`config.mk`:
```
export PLATFORM = sky130hd
export DESIGN_NAME = hid_to_scancode_translator
export DESIGN_NICKNAME = d
export VERILOG_FILES = /design/src/rtl/h2s_pkg.sv /design/src/rtl/h2s_usage_rom.sv /design/src/rtl/h2s_state_mem.sv /design/src/rtl/h2s_emitter.sv /design/src/rtl/hid_to_scancode_translator.sv
export SDC_FILE = /design/constraint.sdc
export NUM_CORES = 1
export LEC_CHECK = 0
export ABC_AREA = 1
export BUFFER_PORTS_ARGS = -buffer_cell sky130_fd_sc_hd__buf_2
export CAP_MARGIN = 5
export CORE_AREA = 2 2 113 115
export CTS_BUF_LIST = sky130_fd_sc_hd__clkbuf_4
export CTS_CLUSTER_DIAMETER = 40
export DETAILED_ROUTE_END_ITERATION = 12
export DIE_AREA = 0 0 115 117
export GPL_TIMING_DRIVEN = 0
export PLACE_DENSITY = 0.66
export SYNTH_ARGS = -nofsm -noshare
export SYNTH_HDL_FRONTEND = slang
export SYNTH_SLANG_ARGS = --single-unit
export TNS_END_PERCENT = 5
```
`constraint.sdc`:
```
create_clock -name aclk -period 2.5 [get_ports aclk]
set_input_delay 0.5 -clock aclk [delete_from_list [all_inputs] [get_ports aclk]]
set_output_delay 0.5 -clock aclk [all_outputs]
set_load 0.005 [all_outputs]
```
`src/rtl/h2s_pkg.sv`:
```
// shared types, constants and lookup tables for the hid to scancode translator
// no dependencies
`default_nettype none

package h2s_pkg;

    localparam int KEY_W = 8;
    localparam int MOD_W = 8;
    localparam int CODE_W = 8;
    localparam int DEV_W = 2;

    // device type codes
    localparam logic [DEV_W-1:0] DEV_NONE     = 2'd0;
    localparam logic [DEV_W-1:0] DEV_KEYBOARD = 2'd1;
    localparam logic [DEV_W-1:0] DEV_MOUSE    = 2'd2;
    localparam logic [DEV_W-1:0] DEV_PAD      = 2'd3;

    localparam logic [CODE_W-1:0] BREAK_FLAG = 8'h80;

    // modifier bits that have a scancode (gui keys have none)
    localparam logic [MOD_W-1:0] MOD_EMIT_MASK = 8'b0111_0111;

    localparam logic [CODE_W-1:0] MOD_CODE [0:MOD_W-1] = '{
        8'h1d, 8'h2a, 8'h38, 8'h00, 8'h1d, 8'h36, 8'h38, 8'h00
    };

    // lower half of the usage table, upper half maps to zero
    localparam logic [CODE_W-1:0] USAGE_MAP [0:127] = '{
        8'h00, 8'h00, 8'h00, 8'h00, 8'h1e, 8'h30, 8'h2e, 8'h20,
        8'h12, 8'h21, 8'h22, 8'h23, 8'h17, 8'h24, 8'h25, 8'h26,
        8'h32, 8'h31, 8'h18, 8'h19, 8'h10, 8'h13, 8'h1f, 8'h14,
        8'h16, 8'h2f, 8'h11, 8'h2d, 8'h15, 8'h2c, 8'h02, 8'h03,
        8'h04, 8'h05, 8'h06, 8'h07, 8'h08, 8'h09, 8'h0a, 8'h0b,
        8'h1c, 8'h01, 8'h0e, 8'h0f, 8'h39, 8'h0c, 8'h0d, 8'h1a,
        8'h1b, 8'h2b, 8'h2b, 8'h27, 8'h28, 8'h29, 8'h33, 8'h34,
        8'h35, 8'h3a, 8'h3b, 8'h3c, 8'h3d, 8'h3e, 8'h3f, 8'h40,
        8'h41, 8'h42, 8'h43, 8'h44, 8'h00, 8'h00, 8'h00, 8'h00,
        8'h52, 8'h47, 8'h00, 8'h53, 8'h00, 8'h00, 8'h4d, 8'h4b,
        8'h50, 8'h48, 8'h00, 8'h64, 8'h65, 8'h4a, 8'h4e, 8'h72,
        8'h6d, 8'h6e, 8'h6f, 8'h6a, 8'h6b, 8'h6c, 8'h67, 8'h68,
        8'h69, 8'h70, 8'h71, 8'h00, 8'h60, 8'h00, 8'h00, 8'h00,
        8'h00, 8'h00, 8'h00, 8'h00, 8'h00, 8'h00, 8'h00, 8'h00,
        8'h00, 8'h00, 8'h00, 8'h00, 8'h00, 8'h62, 8'h00, 8'h00,
        8'h00, 8'h00, 8'h61, 8'h00, 8'h00, 8'h00, 8'h00, 8'h00
    };

    // pending work for one report, handed from the front end to the emitter
    typedef struct packed {
        logic             key_pend;
        logic             key_brk;
        logic [MOD_W-1:0] mod_pend;
        logic [MOD_W-1:0] mods;
    } h2s_work_t;

    function automatic logic [CODE_W-1:0] usage_lookup(input logic [KEY_W-1:0] usage);
        logic [CODE_W-1:0] code;
        code = usage[KEY_W-1] ? '0 : USAGE_MAP[usage[KEY_W-2:0]];
        return code;
    endfunction

endpackage

`default_nettype wire

```
`src/rtl/h2s_usage_rom.sv`:
```
// synchronous usage-to-scancode rom, registered read
// depends on h2s_pkg for the table contents
`default_nettype none

module h2s_usage_rom
    import h2s_pkg::*;
(
    input  wire logic              aclk,
    input  wire logic              rd_en,
    input  wire logic [KEY_W-1:0]  rd_addr,
    output logic      [CODE_W-1:0] rd_data
);

    logic [CODE_W-1:0] data_reg;

    always_ff @(posedge aclk) begin
        if (rd_en) begin
            data_reg <= usage_lookup(rd_addr);
        end
    end

    assign rd_data = data_reg;

endmodule

`default_nettype wire

```
`src/rtl/h2s_state_mem.sv`:
```
// one-entry state memory holding the last key usage and modifier bitmap
// registered read with write-first forwarding; depends on h2s_pkg
`default_nettype none

module h2s_state_mem
    import h2s_pkg::*;
(
    input  wire logic                   aclk,
    input  wire logic                   aresetn,
    input  wire logic                   wr_en,
    input  wire logic [KEY_W+MOD_W-1:0] wr_data,
    output logic      [KEY_W+MOD_W-1:0] rd_data
);

    logic [KEY_W+MOD_W-1:0] mem [0:0];
    logic [KEY_W+MOD_W-1:0] rd_reg;

    always_ff @(posedge aclk) begin
        if (!aresetn) begin
            mem[0] <= '0;
        end else if (wr_en) begin
            mem[0] <= wr_data;
        end
    end

    // read every cycle so a waiting report always sees the latest write
    always_ff @(posedge aclk) begin
        if (!aresetn) begin
            rd_reg <= '0;
        end else begin
            rd_reg <= wr_en ? wr_data : mem[0];
        end
    end

    assign rd_data = rd_reg;

`ifndef SYNTHESIS
    a_write_forwarded: assert property (@(posedge aclk) disable iff (!aresetn)
        wr_en |=> rd_data == $past(wr_data))
        else $error("state write not visible on next read");
`endif

endmodule

`default_nettype wire

```
`src/rtl/h2s_emitter.sv`:
```
// serializes the pending scancodes of one report onto the output register
// key code first, then modifiers from bit 0 up; depends on h2s_pkg
`default_nettype none

module h2s_emitter
    import h2s_pkg::*;
(
    input  wire logic              aclk,
    input  wire logic              aresetn,
    input  wire logic              load_work,
    input  wire h2s_work_t         work_in,
    input  wire logic [CODE_W-1:0] key_code,
    output logic                   em_ready,
    output logic                   m_valid,
    input  wire logic              m_ready,
    output logic      [CODE_W-1:0] m_code,
    output logic                   m_last
);

    h2s_work_t         work_reg, work_next;
    logic              out_valid_reg, out_valid_next;
    logic [CODE_W-1:0] out_code_reg, out_code_next;
    logic              out_last_reg, out_last_next;

    logic              work_any;
    logic              out_load;
    logic [2:0]        sel;
    logic [MOD_W-1:0]  mod_rest;
    logic [CODE_W-1:0] pick_code;
    logic              pick_last;

    assign work_any = work_reg.key_pend || (work_reg.mod_pend != '0);
    assign out_load = work_any && (!out_valid_reg || m_ready);

    always_comb begin
        sel = '0;
        for (int i = MOD_W - 1; i >= 0; i--) begin
            if (work_reg.mod_pend[i]) begin
                sel = 3'(i);
            end
        end
    end

    // clears the lowest pending modifier
    assign mod_rest = work_reg.mod_pend & (work_reg.mod_pend - 8'd1);

    always_comb begin
        if (work_reg.key_pend) begin
            pick_code = work_reg.key_brk ? (key_code | BREAK_FLAG) : key_code;
            pick_last = (work_reg.mod_pend == '0);
        end else begin
            pick_code = work_reg.mods[sel] ? MOD_CODE[sel] : (MOD_CODE[sel] | BREAK_FLAG);
            pick_last = (mod_rest == '0);
        end
    end

    assign em_ready = !work_any || (out_load && pick_last);

    always_comb begin
        work_next = work_reg;
        if (out_load) begin
            if (work_reg.key_pend) begin
                work_next.key_pend = 1'b0;
            end else begin
                work_next.mod_pend = mod_rest;
            end
        end
        if (load_work) begin
            work_next = work_in;
        end
    end

    always_comb begin
        out_valid_next = out_valid_reg;
        out_code_next  = out_code_reg;
        out_last_next  = out_last_reg;
        if (out_load) begin
            out_valid_next = 1'b1;
            out_code_next  = pick_code;
            out_last_next  = pick_last;
        end else if (m_ready) begin
            out_valid_next = 1'b0;
        end
    end

    always_ff @(posedge aclk) begin
        if (!aresetn) begin
            work_reg      <= '0;
            out_valid_reg <= 1'b0;
        end else begin
            work_reg      <= work_next;
            out_valid_reg <= out_valid_next;
        end
    end

    always_ff @(posedge aclk) begin
        out_code_reg <= out_code_next;
        out_last_reg <= out_last_next;
    end

    assign m_valid = out_valid_reg;
    assign m_code  = out_code_reg;
    assign m_last  = out_last_reg;

`ifndef SYNTHESIS
    a_load_when_free: assert property (@(posedge aclk) disable iff (!aresetn)
        load_work |-> em_ready)
        else $error("work loaded while previous report still pending");

    a_last_empties: assert property (@(posedge aclk) disable iff (!aresetn)
        out_load && pick_last && !load_work |=> !work_any)
        else $error("work left pending after last code");

    a_load_nonempty: assert property (@(posedge aclk) disable iff (!aresetn)
        load_work |=> work_any)
        else $error("loaded report carries no codes");
`endif

endmodule

`default_nettype wire

```
`src/rtl/hid_to_scancode_translator.sv`:
```
// top level: front end compares each report against the state memory
// uses h2s_pkg, h2s_state_mem, h2s_usage_rom and h2s_emitter
`default_nettype none

// Translates keyboard reports into scancodes, one scancode per cycle on the
// m_ side while m_tready is high, with m_tlast on the final code of a report.
// In the front stage a report is compared against the held key and modifier
// state and the usage rom is read; the first code goes via the rom and work
// registers to the output register. A report with n codes (at most seven)
// holds the emitter until its last code is loaded, while the next report with
// codes waits in the front stage; one with no code (no change, not keyboard)
// never waits. State update (keyboard only) and rom read (codes only) happen
// as a report leaves, so back-to-back reports see each other's updates.
module hid_to_scancode_translator
    import h2s_pkg::*;
(
    input  wire logic        aclk,
    input  wire logic        aresetn,
    input  wire logic        s_tvalid,
    output logic             s_tready,
    input  wire logic [15:0] s_tdata,  // [7:0] modifier_bits, [15:8] key_usage
    input  wire logic [1:0]  s_tuser,  // [1:0] device_type
    output logic             m_tvalid,
    input  wire logic        m_tready,
    output logic [7:0]       m_tdata,  // [7:0] scancode
    output logic             m_tlast   // last_of_run
);

    logic              a_valid_reg;
    logic [DEV_W-1:0]  a_dev_reg;
    logic [MOD_W-1:0]  a_mods_reg;
    logic [KEY_W-1:0]  a_key_reg;

    logic [KEY_W+MOD_W-1:0] st_rd;
    logic [KEY_W-1:0]  held_key;
    logic [MOD_W-1:0]  held_mods;

    logic              is_kbd;
    logic              key_chg;
    logic [MOD_W-1:0]  mod_chg;
    logic              has_pend;
    logic              a_adv;
    logic              load_work;
    logic              em_ready;
    logic [KEY_W-1:0]  rom_addr;
    logic [CODE_W-1:0] rom_data;
    h2s_work_t         work;

    assign held_key  = st_rd[KEY_W-1:0];
    assign held_mods = st_rd[KEY_W+MOD_W-1:KEY_W];

    assign is_kbd   = (a_dev_reg == DEV_KEYBOARD);
    assign key_chg  = is_kbd && (a_key_reg != held_key);
    assign mod_chg  = is_kbd ? ((a_mods_reg ^ held_mods) & MOD_EMIT_MASK) : '0;
    assign has_pend = key_chg || (mod_chg != '0);

    // a report with nothing to emit never waits for the emitter
    assign a_adv     = a_valid_reg && (!has_pend || em_ready);
    assign load_work = a_adv && has_pend;
    assign s_tready  = !a_valid_reg || a_adv;

    // a release looks up the previously held key
    assign rom_addr = (a_key_reg != '0) ? a_key_reg : held_key;

    assign work.key_pend = key_chg;
    assign work.key_brk  = (a_key_reg == '0);
    assign work.mod_pend = mod_chg;
    assign work.mods     = a_mods_reg;

    always_ff @(posedge aclk) begin
        if (!aresetn) begin
            a_valid_reg <= 1'b0;
        end else if (s_tready) begin
            a_valid_reg <= s_tvalid;
        end
    end

    always_ff @(posedge aclk) begin
        if (s_tvalid && s_tready) begin
            a_dev_reg  <= s_tuser;
            a_mods_reg <= s_tdata[MOD_W-1:0];
            a_key_reg  <= s_tdata[KEY_W+MOD_W-1:MOD_W];
        end
    end

    h2s_state_mem u_state (
        .aclk    (aclk),
        .aresetn (aresetn),
        .wr_en   (a_adv && is_kbd),
        .wr_data ({a_mods_reg, a_key_reg}),
        .rd_data (st_rd)
    );

    h2s_usage_rom u_rom (
        .aclk    (aclk),
        .rd_en   (load_work),
        .rd_addr (rom_addr),
        .rd_data (rom_data)
    );

    h2s_emitter u_emit (
        .aclk      (aclk),
        .aresetn   (aresetn),
        .load_work (load_work),
        .work_in   (work),
        .key_code  (rom_data),
        .em_ready  (em_ready),
        .m_valid   (m_tvalid),
        .m_ready   (m_tready),
        .m_code    (m_tdata),
        .m_last    (m_tlast)
    );

`ifndef SYNTHESIS
    a_nonkbd_no_work: assert property (@(posedge aclk) disable iff (!aresetn)
        a_valid_reg && !is_kbd |-> !load_work && a_adv)
        else $error("non-keyboard report produced work or stalled");

    a_stall_holds_item: assert property (@(posedge aclk) disable iff (!aresetn)
        a_valid_reg && !a_adv |=> a_valid_reg && $stable(a_key_reg) && $stable(a_mods_reg))
        else $error("front stage lost a waiting report");
`endif

endmodule

`default_nettype wire

```
==> run summary <==
status: finished, final reports clean
crit path max fanout: 5
Critical Path Start: a_key_reg[0]
Largest register FFs: 18
initial antenna violation count: 0
initial DRC count: 210
Clock Sinks: 82
Synth Cell Area: 4786 um^2
# setup viols final: 0
unrepaired setup endpoints after global routing: true
Design Area, Final: 5600 um^2
maximum capacitance violations: 0
Lkg Pwr: 0.002587 uW
Tightest Pin Transition: 0.6426 ns
vias in the first global route: 3,729
nets: 717
Layout area overhead: 17.02%
Clock Tree Buf Depth: 2
Worst Skew: 0.03123 ns
most frequent cells in the layout: 193 x nand2_1, 56 x inv_1, 53 x nand3_1, 48 x edfxtp_1, 37 x buf_2
Worst-Skew Late Latency: 0.43 ns
HPWL Detailed: 8.318 mm
full die area: 13,460 um^2
DRC: 0
largest net degree at the start of global routing: 19
Core Rows: 41
final wirelength: 11.52 mm
drt wl/cell: 13.78 um
core area: 12,310 um^2
first-pass iteration count of the detailed router: 5
reg2reg setup slack: 0.11 ns
hold path startpoint: s_tdata[8]
M3 GR Usage: 0.02472
M2 GR Usage: 0.2694
Critical Path Sink Type: primary output
gr busiest metal: met2
clk slew on worst S/H paths: 0.13 ns
count of input and output buffers: 32
VDD IR-drop max: 0.0003981 V
Initial Util: 0.3887
ant diodes: 0
first-pass GRT wire length: 18.11 mm
Final Max Slew Viols: 0
number of CTS-inserted buffers: 9
post-layout min period: 2.405 ns
Hold Fails Final Rpt: 0
CP Launch Type: flip-flop
H-tree levels: 3
final worst setup slack: 0.09468 ns
layout cells sized above 1: 0.2362
most common cell after layout, fill and taps aside: nand2_1
Seq cells post-synth: 82
WP data arrival: 1.91 ns
pre-CTS WS: -0.3040 ns
Vias: 4,252
die height: 117 um
total congestion overflow: 0
Max Clk Rate: 415.7 MHz
GRT Overall Usage: 0.1705
Area after DPL: 5134 um^2
number of routed nets with antenna violations: 0
FF-to-FF Start: a_key_reg[1]
Hold Crit Class: primary input to flip-flop
Die X-Extent: 115 um
met1 Use GR: 0.2368
Root Buffer: clkbuf_4
synth unique cells: 41
Setup Total Neg Slack: 0 ns
Yosys warning total: 0
Slew headroom: 0.5711
GPL Wtd Cong: 0.9202
Cells after Synth: 617
CP Data Required Time: 2.00 ns
Synth Area per Inst: 7.757 um^2
Design Power: 4619 uW
CTS tree: done
register area share after synthesis: 0.4434
Pwr per Cell Area: 824.8 nW/um^2
Final period util: 0.9621
via/cell ratio: 5.086
Post-Syn Nets: 653
IO Pins: 33
kind of critical path: flip-flop to primary output
==> cells in the mapped netlist (all sizes together) <==
library cell / n / area, um^2
o21ai: 31 / 166.4
o211ai: 4 / 30.03
clkbuf: 2 / 7.510
nand2: 219 / 887.1
a31oi: 3 / 18.77
o311ai: 1 / 8.760
nand3: 62 / 347.8
nor2: 49 / 239.0
edfxtp: 48 / 1441
nor3: 4 / 25.02
o21bai: 2 / 26.28
a21oi: 37 / 192.7
dfxtp: 34 / 680.7
xor2: 1 / 8.760
clkinv: 1 / 3.750
inv: 69 / 259.0
nand3b: 2 / 15.01
ha: 14 / 175.2
xnor2: 2 / 17.52
buf: 15 / 127.6
a22oi: 1 / 7.510
nand4: 12 / 75.07
or2: 4 / 25.03
==> final timing paths <==
kind | cells after the start | endpoint
max | 8 | s_tready
min | 1 | a_key_reg[0]
max reg2reg | 13 | u_rom.rd_data[0]
min reg2reg | 2 | u_state.rd_data[3]
==> power by group <==
part / switching, uW / internal [uW]
clock network: 471 / 200
logic: 1320 / 714
registers: 149 / 1770
==> critical path: stages (launching register included) <==
cell and delay [ns]:
edfxtp_1 0.47, buf_4 0.18, xor2_1 0.23, a21oi_4 0.05
nand3_2 0.11, nand2_2 0.07, nand2_4 0.10, nand4_1 0.12
buf_2 0.16
==> stage by stage <==
stage / hold WS [ns] / instances / util
4_1_cts: 0.2129 / 821 / 0.4349
5_1_grt: 0.2093 / 836 / 0.4549
2_1_floorplan: 0.4119 / 617 / -
3_3_place_gp: 0.4165 / 799 / 0.4170
3_5_place_dp: 0.4210 / 799 / 0.4170
6_report: 0.2407 / 836 / 0.4549
==> final cells by class <==
type / instances / area (um^2)
plain buffers: 17 / 145.1
inverters: 70 / 267.8
multi-input cells: 448 / 2435
clock buffers: 9 / 67.56
clock inverters: 7 / 43.79
flip-flops and latches: 82 / 2125
well taps: 150 / 187.7
repair buffers: 53 / 329.1
fillers: 1217 / 6711
==> kinds of logic (layout without fill, tap and decap cells) <==
group | Yosys count | in the layout | synth area share
AOI/OAI and AO/OA | 79 | 79 | 0.09412
xor gates and xnor gates | 3 | 3 | 0.005491
adders and majority gates | 14 | 14 | 0.03660
buffers and inverters | 87 | 156 | 0.08313
DFF | 82 | 82 | 0.4434
and+or+nand+nor | 352 | 352 | 0.3373
==> repair_timing <==
| item | 4_1_cts | 5_1_grt |
|---|---|---|
| endpoints found under the setup margin | 33 | 34 |
| hold buffers | 0 | 0 |
| resized for setup | 17 | 38 |
| pin swaps | 5 | 11 |
| setup buffers | 6 | 15 |
| gates cloned | 0 | 0 |
==> per-layer routing <==
metal  up-vias  part of all wire
li1       2151                 -
met1      1944              0.47
met2       132              0.46
met3        25             0.041
met4         0             0.028
met5         -                 0
(Power assumes the default switching activity.)
